### src/hdl/sgec_pkg.sv
// Shared types, constants and record tables for the grid connectivity block.
package sgec_pkg;

   // Grid limits and field widths
   localparam int MAX_NODES_PER_AXIS = 1024;
   localparam int AXIS_W   = 11;   // node count per axis
   localparam int CIDX_W   = 10;   // cell index per axis
   localparam int NXY_W    = 21;   // nodes in one layer
   localparam int CELL_W   = 30;   // linear cell number
   localparam int NODE_W   = 31;   // node number
   localparam int ORD_W    = 35;   // record ordinal
   localparam int STEP_W   = 5;    // record counter within one cell
   localparam int CSR_IDX_W = 3;
   localparam int CSR_DAT_W = 11;

   // Register indexes
   localparam logic [CSR_IDX_W-1:0] CSR_NODES_X      = 3'd0;
   localparam logic [CSR_IDX_W-1:0] CSR_NODES_Y      = 3'd1;
   localparam logic [CSR_IDX_W-1:0] CSR_NODES_Z      = 3'd2;
   localparam logic [CSR_IDX_W-1:0] CSR_ELEMENT_TYPE = 3'd3;
   localparam logic [CSR_IDX_W-1:0] CSR_EMIT_FACES   = 3'd4;

   // Element type codes
   localparam logic [2:0] ET_QUAD    = 3'd0;
   localparam logic [2:0] ET_TRI_ALT = 3'd1;
   localparam logic [2:0] ET_TRI_UNI = 3'd2;
   localparam logic [2:0] ET_TET     = 3'd3;
   localparam logic [2:0] ET_HEX     = 3'd4;

   // Record step counts (last step index)
   localparam logic [STEP_W-1:0] LAST_SINGLE   = 5'd0;
   localparam logic [STEP_W-1:0] LAST_TRI      = 5'd1;
   localparam logic [STEP_W-1:0] LAST_TET      = 5'd4;
   localparam logic [STEP_W-1:0] LAST_TET_FACE = 5'd24;
   localparam logic [STEP_W-1:0] LAST_HEX_FACE = 5'd6;
   localparam logic [STEP_W-1:0] TET_VOLS      = 5'd5;

   // Cell class decided by the front end
   typedef enum logic [2:0] {
      MODE_BAD,
      MODE_QUAD,
      MODE_TRI_SPLIT,   // diagonal from second to fourth corner
      MODE_TRI_CROSS,   // diagonal from first to third corner
      MODE_TET,
      MODE_HEX
   } mode_type;

   // Tetrahedra of a cell, corners 0..3 bottom, 4..7 top
   localparam logic [2:0] TET_VOL [5][4] = '{
      '{3'd0, 3'd1, 3'd3, 3'd4},
      '{3'd1, 3'd2, 3'd3, 3'd6},
      '{3'd4, 3'd3, 3'd7, 3'd6},
      '{3'd4, 3'd1, 3'd6, 3'd5},
      '{3'd3, 3'd1, 3'd4, 3'd6}
   };

   // Faces of one tetrahedron: abc, abd, bcd, acd
   localparam logic [1:0] TET_FACE [4][3] = '{
      '{2'd0, 2'd1, 2'd2},
      '{2'd0, 2'd1, 2'd3},
      '{2'd1, 2'd2, 2'd3},
      '{2'd0, 2'd2, 2'd3}
   };

   // Faces of a hexahedron
   localparam logic [2:0] HEX_FACE [6][4] = '{
      '{3'd0, 3'd1, 3'd2, 3'd3},
      '{3'd4, 3'd5, 3'd6, 3'd7},
      '{3'd1, 3'd5, 3'd6, 3'd2},
      '{3'd0, 3'd4, 3'd7, 3'd3},
      '{3'd0, 3'd1, 3'd5, 3'd4},
      '{3'd3, 3'd2, 3'd6, 3'd7}
   };

   // Channel payloads
   typedef struct packed {
      logic [CIDX_W-1:0] cell_x;
      logic [CIDX_W-1:0] cell_y;
      logic [CIDX_W-1:0] cell_z;
   } req_type;

   typedef struct packed {
      logic              kind;
      logic [ORD_W-1:0]  ordinal;
      logic [NODE_W-1:0] node_a;
      logic [NODE_W-1:0] node_b;
      logic [NODE_W-1:0] node_c;
      logic [NODE_W-1:0] node_d;
      logic [NODE_W-1:0] node_e;
      logic [NODE_W-1:0] node_f;
      logic [NODE_W-1:0] node_g;
      logic [NODE_W-1:0] node_h;
      logic              bad_cell;
      logic              last;
   } rsp_type;

   // Register file contents
   typedef struct packed {
      logic [AXIS_W-1:0] nodes_x;
      logic [AXIS_W-1:0] nodes_y;
      logic [AXIS_W-1:0] nodes_z;
      logic [2:0]        element_type;
      logic              emit_faces;
   } cfg_type;

   // One classified cell, queued between front and back
   typedef struct packed {
      mode_type                 mode;
      logic [STEP_W-1:0]        last_step;
      logic [ORD_W-1:0]         ord_vol;
      logic [ORD_W-1:0]         ord_surf;
      logic [7:0][NODE_W-1:0]   corner;
   } entry_type;

   // Per-record selection
   typedef struct packed {
      logic              kind;
      logic              bad;
      logic              use_d;
      logic              use_hi;
      logic [STEP_W-1:0] offset;
      logic [3:0][2:0]   idx;
   } rec_type;

   function automatic logic [AXIS_W-1:0] clamp_nodes(input logic [AXIS_W-1:0] n);
      logic [AXIS_W-1:0] lim;
      lim = AXIS_W'(MAX_NODES_PER_AXIS);
      return (n > lim) ? lim : n;
   endfunction

   // Corner selection, kind and ordinal offset of record 'step' of a cell
   function automatic rec_type record_decode(input mode_type mode,
                                             input logic [STEP_W-1:0] step);
      rec_type           r;
      logic [STEP_W-1:0] j;
      logic [2:0]        ti;
      logic [1:0]        tf;
      logic [2:0]        hf;
      r  = '0;
      j  = step - TET_VOLS;
      ti = j[4:2];
      tf = j[1:0];
      hf = 3'(step - 5'd1);
      case (mode)
         MODE_BAD: begin
            r.bad = 1'b1;
         end
         MODE_QUAD: begin
            r.use_d = 1'b1;
            r.idx[0] = 3'd0; r.idx[1] = 3'd1; r.idx[2] = 3'd2; r.idx[3] = 3'd3;
         end
         MODE_TRI_SPLIT: begin
            r.offset = step;
            if (step == 5'd0) begin
               r.idx[0] = 3'd0; r.idx[1] = 3'd1; r.idx[2] = 3'd3;
            end else begin
               r.idx[0] = 3'd1; r.idx[1] = 3'd2; r.idx[2] = 3'd3;
            end
         end
         MODE_TRI_CROSS: begin
            r.offset = step;
            if (step == 5'd0) begin
               r.idx[0] = 3'd0; r.idx[1] = 3'd1; r.idx[2] = 3'd2;
            end else begin
               r.idx[0] = 3'd0; r.idx[1] = 3'd2; r.idx[2] = 3'd3;
            end
         end
         MODE_TET: begin
            if (step < TET_VOLS) begin
               r.kind   = 1'b1;
               r.use_d  = 1'b1;
               r.offset = step;
               for (int k = 0; k < 4; k++) r.idx[k] = TET_VOL[step[2:0]][k];
            end else begin
               r.offset = j;
               for (int k = 0; k < 3; k++) r.idx[k] = TET_VOL[ti][TET_FACE[tf][k]];
            end
         end
         MODE_HEX: begin
            r.use_d = 1'b1;
            if (step == 5'd0) begin
               r.kind   = 1'b1;
               r.use_hi = 1'b1;
               r.idx[0] = 3'd0; r.idx[1] = 3'd1; r.idx[2] = 3'd2; r.idx[3] = 3'd3;
            end else begin
               r.offset = step - 5'd1;
               for (int k = 0; k < 4; k++) r.idx[k] = HEX_FACE[hf][k];
            end
         end
         default: begin
            r.bad = 1'b1;
         end
      endcase
      return r;
   endfunction

endpackage

### src/hdl/sgec_queue.sv
// Four-entry queue of classified cells between front and back end.
module sgec_queue (
   input  logic                clock,
   input  logic                reset,
   input  logic                push,
   input  sgec_pkg::entry_type push_entry,
   input  logic                pop,
   output sgec_pkg::entry_type head,
   output logic                full,
   output logic                empty
);

   sgec_pkg::entry_type slot_ff [4];
   logic [1:0] wr_ptr_ff, rd_ptr_ff;
   logic [2:0] count_ff;

   assign full  = count_ff == 3'd4;
   assign empty = count_ff == 3'd0;
   assign head  = slot_ff[rd_ptr_ff];

   // Pointers and fill level
   always_ff @(posedge clock) begin
      if (reset) begin
         wr_ptr_ff <= '0;
         rd_ptr_ff <= '0;
         count_ff  <= '0;
      end else begin
         if (push) wr_ptr_ff <= wr_ptr_ff + 2'd1;
         if (pop)  rd_ptr_ff <= rd_ptr_ff + 2'd1;
         case ({push, pop})
            2'b10:   count_ff <= count_ff + 3'd1;
            2'b01:   count_ff <= count_ff - 3'd1;
            default: count_ff <= count_ff;
         endcase
      end
   end

   // Storage
   always_ff @(posedge clock) begin
      if (push) slot_ff[wr_ptr_ff] <= push_entry;
   end

endmodule

### config.mk
export PLATFORM = sky130hd
export DESIGN_NAME = sgec_queue
export DESIGN_NICKNAME = d
export VERILOG_FILES = /design/src/hdl/sgec_pkg.sv /design/src/hdl/sgec_queue.sv
export SDC_FILE = /design/constraint.sdc
export NUM_CORES = 1
export LEC_CHECK = 0
export BUFFER_PORTS_ARGS = -buffer_cell sky130_fd_sc_hd__buf_2
export CAP_MARGIN = 30
export CORE_AREA = 2 2 241 338
export DETAILED_ROUTE_END_ITERATION = 10
export DIE_AREA = 0 0 243 340
export PLACE_DENSITY = 0.82
export SLEW_MARGIN = 20
export SYNTH_ARGS = -nofsm -noshare
export SYNTH_HDL_FRONTEND = slang
export SYNTH_SLANG_ARGS = --single-unit
### constraint.sdc
create_clock -name clock -period 25.2 [get_ports clock]
set_input_delay 1.26 -clock clock [delete_from_list [all_inputs] [get_ports clock]]
set_output_delay 1.26 -clock clock [all_outputs]
set_load 0.02 [all_outputs]
=== After elaboration in Yosys (flattened, before gate mapping) ===
Memory sizes are Yosys's and may differ from the RTL's. A register that Yosys moved wholly into a read port is not among the register bits.
Index checks and enable logic that the tools add are counted.

* Add/sub/neg operators: 4
* Equality and inequality tests: 3
* Multiplexer cells: 5
* Reductions and logical operators: 2

{| class="wikitable"
|+ Operator list
! kind !! number
|-
| $pmux 3 s2 || 1
|-
| $add 2x1->2 const B || 2
|-
| $mux 2 || 2
|-
| $add 3x1->3 const B || 1
|-
| $eq 3x3->1 const B || 1
|-
| $logic_not 3->1 || 1
|-
| $sub 3x1->3 const B || 1
|-
| $eq 2x1->1 const B || 1
|-
| $eq 2x2->1 const B || 1
|-
| $mux 1 || 2
|-
| $reduce_bool 2->1 || 1
|}

* Register bits after elaboration: 7
* RAM bits: 1304
* Input port bits: 330
* Output and inout port bits: 328
* Logic and storage cells: 18
* Memories: 1

{| class="wikitable"
|+ Memories
! memory !! depth !! width !! rd ports !! clocked after memory_dff !! write ports !! line !! RTL
|-
| slot_ff || 4 || 326 || 1 || 1 || 1 || sgec_queue.sv:13 || <nowiki>sgec_pkg::entry_type slot_ff [4];</nowiki>
|}

=== Logic depth before layout (Yosys ltp) ===
* Word-level depth: 3
* Gate-level depth with buffers: 7
* Depth with buffers taken out: 7

=== Least setup slack after synthesis ===
OpenSTA, ideal clock, no wires.

* Kind: input to register
* Start: input push
* End: memory slot_ff[0][0] (netlist name), enable pin
* Setup time: 0.728 ns
* Data arrival time: 8.606 ns
* Data required time: 24.472 ns
* Path slack: 15.866 ns
* Stages: 1
* Path buffers: 0
* Path through: and2_1

* Word-level cells in the longest chain between the ends: 2

{| class="wikitable"
|+ RTL lines
! what !! line !! RTL
|-
| start, declared || sgec_queue.sv:5 || <nowiki>input logic push,</nowiki>
|-
| $mux 1 || sgec_queue.sv:40 || <nowiki>if (push) slot_ff[wr_ptr_ff] <= push_entry;</nowiki>
|-
| $mux 1 (not written as such) || sgec_queue.sv:40 ||
|-
| end, declared || sgec_queue.sv:13 ||
|}

No other way between the ends.

==> flow_summary.rst <==
.. list-table::
   :header-rows: 1

   * - Metric
     - Value
   * - Largest family of logic cells by synthesized area
     - multiplexers
   * - Cells taking the most area after synthesis
     - edfxtp_1, mux4_2, buf_2, dfxtp_1, buf_6
   * - Post-DP Area
     - roughly 52000 µm²
   * - Leak pwr
     - around 19 nW
   * - Final instance count without filler cells
     - roughly 3.7k
   * - Proportion of synthesized area in mux cells
     - ~16%
   * - Internal power consumption
     - ~3.7 mW
   * - Share of power burned in registers
     - between 50% and 60%
   * - CP dominant cell by count
     - buf_4
   * - Clock-pin transition on the worst setup and hold timing paths
     - approximately 70 ps
   * - Critical Setup Path Class
     - flip-flop to output pin
   * - Count of placed standard cells including taps
     - ~3.4k
   * - Number of warnings issued by yosys
     - 0
   * - Nets
     - roughly 2.8k
   * - Register bit total from synthesis
     - roughly 1.3k
   * - Final weighted congestion in routability-driven placement
     - 0.816
   * - Final worst path period share
     - 24.2%
   * - Critical Path Sink Type
     - output pin
   * - DR vias/cell
     - 6.07
   * - First-pass DRT Iterations
     - 7
   * - Synthesized instance count
     - 1749
   * - Place WS
     - slightly below 20000 ps
   * - Area share of xor/xnor cells in the synthesized design
     - less than 1%
   * - DP HPWL
     - approximately 65 mm
   * - Flip-flop cell with the highest count after synthesis
     - edfxtp_1
   * - Detail Route Antenna Nets
     - 0
   * - Total number of clock tree sinks
     - 1313
   * - Fin crit period
     - a little over 6000 ps
   * - Clock buffer count from CTS
     - 115
   * - Type of element launching the critical path
     - flip-flop
   * - Netlist Area Pre-Place
     - approximately 47000 µm²
   * - Routed Wire Length
     - between 100 and 150 mm
   * - Number of resized instances in the post-cts repair step
     - 0
   * - Critical path's largest stage delay
     - between 800 and 900 ps
   * - Final Instance Area
     - 56000 µm²
   * - Worst slew margin relative to its limit
     - between 30% and 40%
   * - Part of the total power dissipated in combinational logic
     - ~11%
   * - CTS Hold Bufs
     - 0
   * - Simple-Gate Fraction of Synth Area
     - 0.161%
   * - Cell type with the largest total area after synthesis
     - edfxtp_1
   * - Buffers inserted by post-CTS timing repair
     - 0
   * - Final setup viols
     - 0
   * - Final routed wire length divided by cell count
     - around 30 µm
   * - CTS tree
     - done
   * - Mapped Avg Cell Area
     - around 27 µm²
   * - All-Layer GR Usage
     - about a quarter
   * - Die H
     - 340 µm
   * - Complex-gate fraction of the synthesized area
     - less than 1%
   * - Die area
     - just over 80000 µm²
   * - Ys async rst share
     - 0%
   * - Total global routing overflow
     - 0
   * - Total power per unit cell area
     - between 80 and 90 nW/µm²
   * - Std-Cell Core Area
     - about 80000 µm²
   * - Minimum setup slack in the final design
     - between 15000 and 20000 ps
   * - Number of cell rows
     - approximately 120
   * - Pin count of the biggest net entering global routing
     - ~140
   * - Count of fill cells added during filler insertion
     - 4548
   * - Unrepaired setup endpoints after global routing
     - false
   * - Boundary pin count
     - 658
   * - Setup TNS after final layout
     - 0 ps
   * - Proportion of total power due to net switching
     - 23.6%
   * - Count of different cell masters after synthesis
     - 21
   * - Number of antenna violations at the first check in global routing
     - 51
   * - Highest clock rate
     - about 160 MHz
   * - Vias in the first global route
     - between 20k and 25k
   * - Sequential share of the synthesized area
     - 83.0%
   * - Area share of the largest cell type after synthesis
     - between 80 and 90%
   * - Number of buffer and inverter stages on the critical path
     - 4
   * - Final max-slew violation count
     - 0
   * - Starting utilization of the core area
     - between 50% and 60%
   * - Proportion of power drawn by the clock network
     - 35.7%
   * - Cell at the slowest stage of the critical path
     - dfxtp_4
   * - Number of DRC markers after the initial detailed-route iteration
     - slightly below 2k
   * - Count of buffers from port buffering
     - about 660
   * - DRC violation count after routing
     - 0
   * - Area overhead of the layout relative to synthesis
     - 18.2%
   * - Net Count, Synth
     - between 2k and 2.5k
   * - Actual slew at the worst max-slew pin
     - just over 1000 ps
   * - Net switching power
     - 1.13 mW
   * - Post-Synth Adder-Cell Area
     - less than 1%
   * - Maximum buffer depth of the clock tree
     - 3
   * - Data required time at the worst endpoint
     - approximately 24000 ps
   * - Arrival time at the worst endpoint
     - just under 5000 ps
   * - Share of cells above drive strength 1
     - 46.1%
   * - Root buffer cell
     - clkbuf_16
   * - Via count
     - around 22k
   * - Clk Latency, worst-skew pair
     - roughly 700 ps
   * - Number of synthesized flops with an enable pin
     - roughly 1.3k
   * - H-tree lvl count
     - 3
   * - Cells along the critical path
     - buf_4, buf_12, buf_4, mux4_2, buf_2
   * - Largest fanout on the critical path
     - around 110
   * - Hold Path Class
     - flip-flop to flip-flop
   * - Endpoints failing hold
     - 0
   * - Top delay family on crit path
     - buffers and inverters
   * - Status
     - complete, no violations
   * - Post-route clock skew
     - just over 30 ps
   * - Number of max-cap violations
     - 0
   * - Die X-Extent
     - 243 µm
   * - Global-route wire length before repair
     - between 150 and 200 mm
   * - Peak supply drop
     - 0.0000933 V
worst paths after layout:
check / slack, ps / endpoint / start / cells after the start
setup reg to reg: 22010 / slot_ff[0][58]$_DFFE_PP_ / wr_ptr_ff[0]$_SDFFE_PP0P_ / 7
setup / recovery: 19090 / head[54] / flip-flop / 5
hold reg to reg: 530 / flip-flop / rd_ptr_ff[0]$_SDFFE_PP0P_ / 2
hold / removal: 530 / flip-flop / rd_ptr_ff[0]$_SDFFE_PP0P_ / 2
stage by stage:
stage / hold slack, ps / power (mW) / utilization [%]
2_1_floorplan: 467 / 2.94 / -
3_3_place_gp: 480 / 3.09 / 64.9
3_5_place_dp: 514 / 3.12 / 65.3
4_1_cts: 534 / 4.82 / 70.0
5_1_grt: 576 / 4.92 / 70.2
6_report: 532 / 4.79 / 70.3
worst min-delay path, cell delays in order, from the launching register on:
cell and delay, ps:
dfxtp_1 350, xnor2_1 80, nor2_1 70
sequential cells by signal (all words and copies together), names as in the netlist, named ones only:
register   count
count_ff       3
rd_ptr_ff      2
wr_ptr_ff      2
slot_ff     1304
power groups by stage:
stage / clock [mW] / combinational, mW / sequential, mW
global placement: 0 / 0.507 / 2.58
global route: 1.81 / 0.561 / 2.55
CTS: 1.74 / 0.536 / 2.55
floorplan: 0 / 0.330 / 2.61
finish: 1.71 / 0.534 / 2.55
detailed placement: 0 / 0.526 / 2.59
kinds of logic (layout without fill, tap and decap cells):
logic type / Yosys count / after routing
flip-flops: 1313 / 1313
multiplexers: 327 / 327
buffers and inverters: 79 / 920
AND/OR/NAND/NOR: 16 / 16
adder cells (fa/ha/maj): 6 / 6
XOR/XNOR: 5 / 5
AO/OA/AOI/OAI: 3 / 3
other: 0 / 42
routing by layer:
metal  vias to the layer above  routed length (µm)  GRT usage [%]
li1                       9149                   -              -
met2                      1292               58000           44.7
met1                     11700               36500           31.5
met5                         -                 256              0
met3                       251               10800           7.73
met4                        38                4300           11.4
area by class of cell:
| class | instances | area (µm²) | share of cell area [%] |
|---|---|---|---|
| Inverter | 6 | 22.5 | 0.0402 |
| Tap cell | 1062 | 1330 | 2.37 |
| Multi-Input combinational cell | 357 | 7580 | 13.5 |
| Timing Repair Buffer | 698 | 3930 | 7.02 |
| Sequential cell | 1313 | 39300 | 70.2 |
| Clock inverter | 78 | 681 | 1.21 |
| Clock buffer | 138 | 3030 | 5.40 |
| Antenna cell | 42 | 105 | 0.188 |
cells in the final DEF, fill, tap and decap left out, types with 2 or more instances in the layout:
master,synthesis,layout
a21oi_1,2,2
and2_4,0,4
buf_12,0,6
buf_16,0,13
buf_2,45,657
buf_4,0,22
bufinv_16,0,8
clkbuf_1,9,20
clkbuf_16,0,118
clkinv_1,0,33
clkinv_16,0,3
clkinv_2,0,20
clkinv_4,0,2
clkinvlp_4,0,8
dfxtp_1,9,7
dfxtp_4,0,2
diode_2,0,42
edfxtp_1,1304,1304
ha_1,5,5
inv_1,6,6
inv_6,0,2
mux4_2,326,326
nor2_1,8,8
xnor2_1,2,2
xor2_1,3,3
synth_stat cells (3+ instances only):
| cell | n |
|---|---|
| clkbuf_1 | 9 |
| buf_1 | 3 |
| buf_6 | 16 |
| and2_1 | 4 |
| mux4_2 | 326 |
| xor2_1 | 3 |
| buf_2 | 45 |
| dfxtp_1 | 9 |
| edfxtp_1 | 1304 |
| inv_1 | 6 |
| nor2_1 | 8 |
| ha_1 | 5 |
No activity file was read; power rests on OpenSTA's default activity.
