--- config.mk ---
export PLATFORM = sky130hd
export DESIGN_NAME = sgec_back
export DESIGN_NICKNAME = d
export VERILOG_FILES = /design/src/hdl/sgec_pkg.sv /design/src/hdl/sgec_back.sv
export SDC_FILE = /design/constraint.sdc
export NUM_CORES = 1
export LEC_CHECK = 0
export BUFFER_PORTS_ARGS = -buffer_cell sky130_fd_sc_hd__buf_2
export CAP_MARGIN = 20
export CORE_AREA = 2 2 239 241
export CTS_CLUSTER_DIAMETER = 120
export DETAILED_ROUTE_END_ITERATION = 10
export DIE_AREA = 0 0 241 243
export HOLD_SLACK_MARGIN = 0.08
export MAX_ROUTING_LAYER = met4
export PLACE_DENSITY = 0.58
export SETUP_SLACK_MARGIN = 0.02
export SYNTH_ARGS = -nofsm -noshare
export SYNTH_HDL_FRONTEND = slang
export SYNTH_SLANG_ARGS = --single-unit
--- constraint.sdc ---
create_clock -name clock -period 15.29 [get_ports clock]
set_input_delay 0 -clock clock [delete_from_list [all_inputs] [get_ports clock]]
set_output_delay 0 -clock clock [all_outputs]
set_load 0.005 [all_outputs]
--- src/hdl/sgec_pkg.sv ---
// Shared types, constants and record tables for the grid connectivity block.
package sgec_pkg;

   // Grid limits and field widths
   localparam int MAX_NODES_PER_AXIS = 1024;
   localparam int AXIS_W   = 11;   // node count per axis
   localparam int CIDX_W   = 10;   // cell index per axis
   localparam int NXY_W    = 21;   // nodes in one layer
   localparam int CELL_W   = 30;   // linear cell number
   localparam int NODE_W   = 31;   // node number
   localparam int ORD_W    = 35;   // record ordinal
   localparam int STEP_W   = 5;    // record counter within one cell
   localparam int CSR_IDX_W = 3;
   localparam int CSR_DAT_W = 11;

   // Register indexes
   localparam logic [CSR_IDX_W-1:0] CSR_NODES_X      = 3'd0;
   localparam logic [CSR_IDX_W-1:0] CSR_NODES_Y      = 3'd1;
   localparam logic [CSR_IDX_W-1:0] CSR_NODES_Z      = 3'd2;
   localparam logic [CSR_IDX_W-1:0] CSR_ELEMENT_TYPE = 3'd3;
   localparam logic [CSR_IDX_W-1:0] CSR_EMIT_FACES   = 3'd4;

   // Element type codes
   localparam logic [2:0] ET_QUAD    = 3'd0;
   localparam logic [2:0] ET_TRI_ALT = 3'd1;
   localparam logic [2:0] ET_TRI_UNI = 3'd2;
   localparam logic [2:0] ET_TET     = 3'd3;
   localparam logic [2:0] ET_HEX     = 3'd4;

   // Record step counts (last step index)
   localparam logic [STEP_W-1:0] LAST_SINGLE   = 5'd0;
   localparam logic [STEP_W-1:0] LAST_TRI      = 5'd1;
   localparam logic [STEP_W-1:0] LAST_TET      = 5'd4;
   localparam logic [STEP_W-1:0] LAST_TET_FACE = 5'd24;
   localparam logic [STEP_W-1:0] LAST_HEX_FACE = 5'd6;
   localparam logic [STEP_W-1:0] TET_VOLS      = 5'd5;

   // Cell class decided by the front end
   typedef enum logic [2:0] {
      MODE_BAD,
      MODE_QUAD,
      MODE_TRI_SPLIT,   // diagonal from second to fourth corner
      MODE_TRI_CROSS,   // diagonal from first to third corner
      MODE_TET,
      MODE_HEX
   } mode_type;

   // Tetrahedra of a cell, corners 0..3 bottom, 4..7 top
   localparam logic [2:0] TET_VOL [5][4] = '{
      '{3'd0, 3'd1, 3'd3, 3'd4},
      '{3'd1, 3'd2, 3'd3, 3'd6},
      '{3'd4, 3'd3, 3'd7, 3'd6},
      '{3'd4, 3'd1, 3'd6, 3'd5},
      '{3'd3, 3'd1, 3'd4, 3'd6}
   };

   // Faces of one tetrahedron: abc, abd, bcd, acd
   localparam logic [1:0] TET_FACE [4][3] = '{
      '{2'd0, 2'd1, 2'd2},
      '{2'd0, 2'd1, 2'd3},
      '{2'd1, 2'd2, 2'd3},
      '{2'd0, 2'd2, 2'd3}
   };

   // Faces of a hexahedron
   localparam logic [2:0] HEX_FACE [6][4] = '{
      '{3'd0, 3'd1, 3'd2, 3'd3},
      '{3'd4, 3'd5, 3'd6, 3'd7},
      '{3'd1, 3'd5, 3'd6, 3'd2},
      '{3'd0, 3'd4, 3'd7, 3'd3},
      '{3'd0, 3'd1, 3'd5, 3'd4},
      '{3'd3, 3'd2, 3'd6, 3'd7}
   };

   // Channel payloads
   typedef struct packed {
      logic [CIDX_W-1:0] cell_x;
      logic [CIDX_W-1:0] cell_y;
      logic [CIDX_W-1:0] cell_z;
   } req_type;

   typedef struct packed {
      logic              kind;
      logic [ORD_W-1:0]  ordinal;
      logic [NODE_W-1:0] node_a;
      logic [NODE_W-1:0] node_b;
      logic [NODE_W-1:0] node_c;
      logic [NODE_W-1:0] node_d;
      logic [NODE_W-1:0] node_e;
      logic [NODE_W-1:0] node_f;
      logic [NODE_W-1:0] node_g;
      logic [NODE_W-1:0] node_h;
      logic              bad_cell;
      logic              last;
   } rsp_type;

   // Register file contents
   typedef struct packed {
      logic [AXIS_W-1:0] nodes_x;
      logic [AXIS_W-1:0] nodes_y;
      logic [AXIS_W-1:0] nodes_z;
      logic [2:0]        element_type;
      logic              emit_faces;
   } cfg_type;

   // One classified cell, queued between front and back
   typedef struct packed {
      mode_type                 mode;
      logic [STEP_W-1:0]        last_step;
      logic [ORD_W-1:0]         ord_vol;
      logic [ORD_W-1:0]         ord_surf;
      logic [7:0][NODE_W-1:0]   corner;
   } entry_type;

   // Per-record selection
   typedef struct packed {
      logic              kind;
      logic              bad;
      logic              use_d;
      logic              use_hi;
      logic [STEP_W-1:0] offset;
      logic [3:0][2:0]   idx;
   } rec_type;

   function automatic logic [AXIS_W-1:0] clamp_nodes(input logic [AXIS_W-1:0] n);
      logic [AXIS_W-1:0] lim;
      lim = AXIS_W'(MAX_NODES_PER_AXIS);
      return (n > lim) ? lim : n;
   endfunction

   // Corner selection, kind and ordinal offset of record 'step' of a cell
   function automatic rec_type record_decode(input mode_type mode,
                                             input logic [STEP_W-1:0] step);
      rec_type           r;
      logic [STEP_W-1:0] j;
      logic [2:0]        ti;
      logic [1:0]        tf;
      logic [2:0]        hf;
      r  = '0;
      j  = step - TET_VOLS;
      ti = j[4:2];
      tf = j[1:0];
      hf = 3'(step - 5'd1);
      case (mode)
         MODE_BAD: begin
            r.bad = 1'b1;
         end
         MODE_QUAD: begin
            r.use_d = 1'b1;
            r.idx[0] = 3'd0; r.idx[1] = 3'd1; r.idx[2] = 3'd2; r.idx[3] = 3'd3;
         end
         MODE_TRI_SPLIT: begin
            r.offset = step;
            if (step == 5'd0) begin
               r.idx[0] = 3'd0; r.idx[1] = 3'd1; r.idx[2] = 3'd3;
            end else begin
               r.idx[0] = 3'd1; r.idx[1] = 3'd2; r.idx[2] = 3'd3;
            end
         end
         MODE_TRI_CROSS: begin
            r.offset = step;
            if (step == 5'd0) begin
               r.idx[0] = 3'd0; r.idx[1] = 3'd1; r.idx[2] = 3'd2;
            end else begin
               r.idx[0] = 3'd0; r.idx[1] = 3'd2; r.idx[2] = 3'd3;
            end
         end
         MODE_TET: begin
            if (step < TET_VOLS) begin
               r.kind   = 1'b1;
               r.use_d  = 1'b1;
               r.offset = step;
               for (int k = 0; k < 4; k++) r.idx[k] = TET_VOL[step[2:0]][k];
            end else begin
               r.offset = j;
               for (int k = 0; k < 3; k++) r.idx[k] = TET_VOL[ti][TET_FACE[tf][k]];
            end
         end
         MODE_HEX: begin
            r.use_d = 1'b1;
            if (step == 5'd0) begin
               r.kind   = 1'b1;
               r.use_hi = 1'b1;
               r.idx[0] = 3'd0; r.idx[1] = 3'd1; r.idx[2] = 3'd2; r.idx[3] = 3'd3;
            end else begin
               r.offset = step - 5'd1;
               for (int k = 0; k < 4; k++) r.idx[k] = HEX_FACE[hf][k];
            end
         end
         default: begin
            r.bad = 1'b1;
         end
      endcase
      return r;
   endfunction

endpackage

--- src/hdl/sgec_back.sv ---
// Back end: steps through the records of the queued cell, one per cycle while rsp_stall is low.
module sgec_back (
   input  logic                clock,
   input  logic                reset,
   input  logic                q_empty,
   input  sgec_pkg::entry_type head,
   output logic                q_pop,
   output logic                rsp_valid,
   input  logic                rsp_stall,
   output sgec_pkg::rsp_type   rsp_data
);

   logic [sgec_pkg::STEP_W-1:0] step_ff, step_in;
   logic                        rsp_valid_ff, rsp_valid_in;
   sgec_pkg::rsp_type           rsp_data_ff, rsp_data_in;
   sgec_pkg::rec_type           rec;
   logic                        advance, fire, is_last;
   logic [sgec_pkg::ORD_W-1:0]  ord_base;

   assign advance = !rsp_valid_ff || !rsp_stall;
   assign fire    = advance && !q_empty;
   assign rec     = sgec_pkg::record_decode(head.mode, step_ff);
   assign is_last = step_ff == head.last_step;
   assign q_pop   = fire && is_last;

   // Step counter and output valid
   always_comb begin
      step_in      = step_ff;
      rsp_valid_in = rsp_valid_ff;
      if (fire) begin
         step_in      = is_last ? '0 : step_ff + 5'd1;
         rsp_valid_in = 1'b1;
      end else if (advance) begin
         rsp_valid_in = 1'b0;
      end
   end

   // Record assembly
   assign ord_base = rec.kind ? head.ord_vol : head.ord_surf;

   always_comb begin
      rsp_data_in          = '0;
      rsp_data_in.last     = is_last;
      rsp_data_in.bad_cell = rec.bad;
      if (!rec.bad) begin
         rsp_data_in.kind    = rec.kind;
         rsp_data_in.ordinal = ord_base + {30'd0, rec.offset};
         rsp_data_in.node_a  = head.corner[rec.idx[0]];
         rsp_data_in.node_b  = head.corner[rec.idx[1]];
         rsp_data_in.node_c  = head.corner[rec.idx[2]];
         if (rec.use_d) rsp_data_in.node_d = head.corner[rec.idx[3]];
         if (rec.use_hi) begin
            rsp_data_in.node_e = head.corner[4];
            rsp_data_in.node_f = head.corner[5];
            rsp_data_in.node_g = head.corner[6];
            rsp_data_in.node_h = head.corner[7];
         end
      end
   end

   always_ff @(posedge clock) begin
      if (reset) begin
         step_ff      <= '0;
         rsp_valid_ff <= 1'b0;
      end else begin
         step_ff      <= step_in;
         rsp_valid_ff <= rsp_valid_in;
      end
   end

   always_ff @(posedge clock) begin
      if (fire) rsp_data_ff <= rsp_data_in;
   end

   assign rsp_valid = rsp_valid_ff;
   assign rsp_data  = rsp_data_ff;

endmodule

Yosys cells after proc, flatten, opt, wreduce, memory -nomap -nowiden
Memory sizes are Yosys's and may differ from the RTL's.
Cells that the tools add are included.

storage, ports and cells
  memories kept = 3
  output and inout port bits = 288
  memory bits (read-only) = 288
  bits in registers = 292
  logic and storage cells = 105

memories
  memory           depth  width  read ports  clocked after memory_dff  wr ports  RTL line         text
  (no name shown)  8      12     1           0                         0         sgec_pkg.sv:187  for (int k = 0; k < 4; k++) r.idx[k] = HEX_FACE[hf][k];
  (no name shown)  8      12     1           0                         0         sgec_pkg.sv:176  for (int k = 0; k < 3; k++) r.idx[k] = TET_VOL[ti][TET_FACE[tf][k]];
  (no name shown)  8      12     1           0                         0         sgec_pkg.sv:173  for (int k = 0; k < 4; k++) r.idx[k] = TET_VOL[step[2:0]][k];

cells by class
  magnitude comparators = 12
  $add $sub $neg = 4
  equality and inequality tests = 6
  multiplexer cells = 46
  reduce and logical (&&, ||, !) cells = 13
  bitwise operators = 7

operator list
  operator               number
  $bmux W31 S3           4
  $mux W31               4
  $mux W12               7
  $pmux W9 S5            1
  $add A35 B5 Y35        1
  $mux W35               1
  $mux W3                7
  $mux W5                4
  $bmux W3 S2            3
  $lt A3 B4 Y1 const B   4
  $pmux W5 S3            1
  $bmux W6 S2            1
  $ge A3 B3 Y1 const B   4
  $ge A4 B4 Y1 const B   3
  $mux W6                2
  $not A2 Y3             4
  $not A3 Y4             3
  $mux W9                1
  $pmux W3 S3            1
  $mux W7                1
  $eq A3 B2 Y1 const B   2
  $eq A3 B3 Y1 const B   2
  $mux W1                6
  $add A5 B1 Y5 const B  1
  other kinds (14)       20

Depth between registers and ports, before layout
  word-level depth = 13
  depth in mapped cells = 25

Least setup slack after synthesis
OpenSTA, ideal clock, no wires.

  path kind = flip-flop to flip-flop
  from = reg rsp_valid_ff (netlist: rsp_valid)
  to = reg step_ff[0] (netlist bit)
  buffers on the path = 0
  arrival time = 15.852 ns
  slack = -0.716 ns
  setup time = 0.154 ns
  cell stages (with the launch flop) = 5
  cell sequence = dfxtp_1 -> a21oi_1 -> and2_1 -> or2_1 -> nor2_1

on the way
  word-level cells in the longest chain between the ends = 3

ends and longest elaborated chain
  what                      RTL line         text
  start: declaration        sgec_back.sv:14  logic rsp_valid_ff, rsp_valid_in;
  start signal: assignment  sgec_back.sv:67  rsp_valid_ff <= rsp_valid_in;
  $logic_not A1 Y1          sgec_back.sv:20  assign advance = !rsp_valid_ff || !rsp_stall;
  $logic_or A1 B1 Y1        sgec_back.sv:20
  $logic_and A1 B1 Y1       sgec_back.sv:21  assign fire = advance && !q_empty;
  named net fire            sgec_back.sv:17  logic advance, fire, is_last;
  end signal: assignment    sgec_back.sv:66  step_ff <= step_in;
  end: declaration          sgec_back.sv:13  logic [sgec_pkg::STEP_W-1:0] step_ff, step_in;

The timed path passes the listed nets, and every way through them passes these cells.
A chain may end at the register's enable or synchronous reset.

Final worst setup path
  from = reg step_ff[0] (netlist bit)
  to = reg rsp_data_ff (netlist bit rsp_data[284]), data pin

on the way
  word-level cells in the longest chain between the ends = 5
  elaborated cells between the ends (all ways) = 12

ends and longest elaborated chain
  what                                                     RTL line                          text
  $lt A5 B3 Y1 / $logic_not A5 Y1 (equally long branches)  sgec_pkg.sv:169, sgec_pkg.sv:181
  $mux W1, on equally long branches                        sgec_pkg.sv:169, sgec_pkg.sv:181
  $pmux W1 S2                                              sgec_pkg.sv:144                   case (mode)
  $mux W35                                                 sgec_back.sv:39                   assign ord_base = rec.kind ? head.ord_vol : head.ord_surf;
  $add A35 B5 Y35 (*)                                      sgec_back.sv:47                   rsp_data_in.ordinal = ord_base + {30'd0, rec.offset};
  end signal: assignment                                   sgec_back.sv:72                   if (fire) rsp_data_ff <= rsp_data_in;
  end: declaration                                         sgec_back.sv:15                   sgec_pkg::rsp_type rsp_data_ff, rsp_data_in;

Every way passes the cells marked *; elsewhere a longest branch is shown, timed or not.

==> results.json <==
{
  "antenna_left": 0,
  "avgSynthCellArea_um2": 9.71,
  "clock-sinks": 292,
  "cp.arrival_ns": 7.29,
  "tns_ns": 0,
  "ys.flop_type": "edfxtp_1",
  "antenna_found_initial": 10,
  "critPathKind": "reg -> reg",
  "rsz0062_at_grt": "no",
  "setup.worst_path.start_class": "flop",
  "timing.rr.start": "step_ff[0]",
  "grt_overflow": 0,
  "area_growth_pct": 48.0,
  "power.density_nw_per_um2": 91.0,
  "finalCritPeriodShare_pct": 44.9,
  "max_slew_margin_pct": 21.4,
  "io_buffers": 617,
  "die_w_um": 241,
  "p_switching_w": 0.000808,
  "multi_input_area_um2": 10400,
  "synth.most_common_cell": "nand2_1",
  "placementRows": 87,
  "post-synth-top-area-cell": "edfxtp_1",
  "clock_path_buffers": 3,
  "ir_drop_uv": 92.4,
  "worst_clock_skew_ns": 0.0344,
  "grt_max_degree": 155,
  "hold_viol_final": 0,
  "avgRoutedWirePerCell_um": 24.8,
  "max_freq_mhz": 146,
  "syn_area_um2": 19800,
  "setup_viol": 0,
  "register_area_um2": 8710,
  "first_pass_iters": 5,
  "globalplace.congestion": 0.904,
  "final_util_pct": 52.3,
  "ios": 618,
  "via_count": 21965,
  "dieArea_um2": 58600,
  "reg2regPathDepth": 23,
  "maxCapViolCount": 0,
  "drt_iter0_drc": 2230,
  "worst_hold_path_type": "in -> reg",
  "grt_usage_pct": 31.7,
  "async_flop_share_pct": 0,
  "ys.warnings.count": 0,
  "yosysSeqAreaShare_pct": 44.1,
  "worstPathRequired_ns": 15.71,
  "viasPerCell": 5.81,
  "drcViolationCount": 0,
  "r2r-end": "rsp_data[284]",
  "synth.net_count": 2384,
  "synth_area_leaders": "edfxtp_1 43%, mux2i_1 12%, nand2_1 5.9%",
  "fillers": 5179,
  "cts_buffers": 38,
  "comb_power_share_pct": 28.0,
  "clock_latency_ns": 0.58,
  "post-synth-top-area-fraction_pct": 43.5,
  "fin_crit_ns": 6.87,
  "maxSlewViolCount": 0,
  "min-delay-start": "head[263]",
  "p_int_w": 0.00185,
  "routed_wl_um": 93700,
  "grt_pass1_wl_um": 137000,
  "core-area_um2": 56000,
  "worst_slew_pin_slew_ns": 1.17,
  "worstHoldEndpoint": "rsp_data[266]",
  "initial_utilization_pct": 35.3,
  "htree_levels": 2,
  "synthTopCellsByCount": "311 x nand2_1, 286 x edfxtp_1, 237 x mux2i_1, 147 x a21oi_1, 141 x and3_1",
  "cp_max_fo": 48,
  "power.share.switching_pct": 30.4,
  "whs_ns": 0.115,
  "synthCells": 2035,
  "post_cts_resized": 0,
  "seq_power_share_pct": 37.1,
  "synth-edff-count": 286,
  "path_clk_slew_ns": 0.07,
  "synth_seq_cells": 292,
  "end_kind": "flop",
  "rrSetupSlack_ns": 8.42,
  "synth_cell_types": 78,
  "dp_hpwl_um": 60800,
  "die_y_um": 243,
  "status": "finished clean",
  "final_nets": 3339,
  "p_leak_nw": 13.4,
  "clk_root_buffer_cell": "clkbuf_16",
  "grt_pass1_vias": 21703,
  "drive_gt1_share_pct": 25.7,
  "cts_tree": "done",
  "holdPathStages": 6,
  "power_frac_clock_pct": 34.8
}
-- metrics by stage --
stage	instances	worst slack [ns]	total power [W]	area [um2]
after floorplan	2035	5.56	0.00134	19800
after global placement	3257	9.89	0.00158	23400
after detailed placement	3257	9.76	0.00159	23400
after CTS	3764	8.55	0.00266	29100
after global routing	3779	7.98	0.00276	29200
final	3779	8.42	0.00266	29200
-- registers in the layout, indices dropped and copies added, names as in the netlist --
register   count
rsp_data     286
step_ff        5
rsp_valid      1
-- layout make-up --
class | instances | area share [%]
Sequential cell | 292 | 29.8
Tap cell | 756 | 3.23
Multi-Input combinational cell | 1543 | 35.4
Clock inverter | 20 | 0.890
Antenna cell | 9 | 0.0770
Clock buffer | 44 | 3.33
Timing Repair Buffer | 1099 | 27.1
Inverter | 16 | 0.205
-- critical path: stages (launching register included) --
cell	delay (ns)
dfxtp_1	0.52
inv_1	0.28
ha_1	0.38
or4b_1	0.68
nor2_8	0.21
nor2_1	0.07
inv_1	0.06
buf_4	0.51
nand2_1	0.11
nand2_1	0.08
dlygate4sd3_1	0.55
ha_1	0.19
inv_1	0.08
fa_1	0.44
nor2b_1	0.17
o21a_1	0.17
o21ai_0	0.14
a22oi_2	0.15
buf_4	0.27
nand3_4	0.14
o31ai_1	0.27
dlygate4sd3_1	0.58
and3_1	0.14
dlygate4sd3_1	0.54
-- per-layer routing --
layer	global-route usage, %	part of all wire, %	vias up
met5	-	0	-
met3	5.15	8.2	248
met4	13.8	4.2	0
met1	40.8	41	10750
li1	-	-	9668
met2	49.0	47	1299
-- power groups by stage --
stage	Sequential (W)	Clock (W)	Combinational (W)
floorplan	0.00102	0	0.000319
global placement	0.00100	0	0.000579
detailed placement	0.00100	0	0.000586
CTS	0.000988	0.000945	0.000723
global route	0.000993	0.000972	0.000793
finish	0.000988	0.000927	0.000746
-- how the worst max path moves through the flow --
stage                     slack (ns)  startpoint       endpoint
after global routing            7.98  step_ff[0]  rsp_data[284]
after floorplan                 5.56   rsp_valid     step_ff[0]
after detailed placement        9.76  step_ff[0]  rsp_data[280]
after CTS                       8.55  step_ff[0]  rsp_data[284]
final                           8.42  step_ff[0]  rsp_data[284]
after global placement          9.89  step_ff[0]  rsp_data[284]
-- cells in the final DEF (no fill, tap or decap), types with 27 or more instances in the layout --
cell and instances:
buf_2 617, dlygate4sd3_1 443, nand2_1 306, edfxtp_1 286, mux2i_1 237, a21oi_1 145
and3_1 141, o21ai_0 118, nand3_1 113, o22a_1 62, nor2_1 46, clkbuf_16 38
o21ai_1 33, o221ai_1 32, buf_4 32, a221o_1 31, a2111o_1 31, mux2_2 27
-- repair_timing --
item | 4_1_cts | 5_1_grt
hold endpoints to repair | 286 | 0
buffers inserted | 0 | 0
hold buffers | 443 | 0
-- logic make-up (layout without fill, tap and decap cells) --
kind of cell / count (synthesis) / after routing / share of synthesized area, %
XOR/XNOR: 33 / 33 / 1.46
AND/OR/NAND/NOR: 703 / 703 / 17.4
buffers and inverters: 200 / 1179 / 4.33
other: 0 / 9 / 0
adder cells (fa/ha/maj): 19 / 19 / 1.24
AO/OA/AOI/OAI: 519 / 519 / 17.7
multiplexers: 269 / 269 / 13.8
flip-flops: 292 / 292 / 44.1
Note: power is estimated with default switching activity, not from simulation.
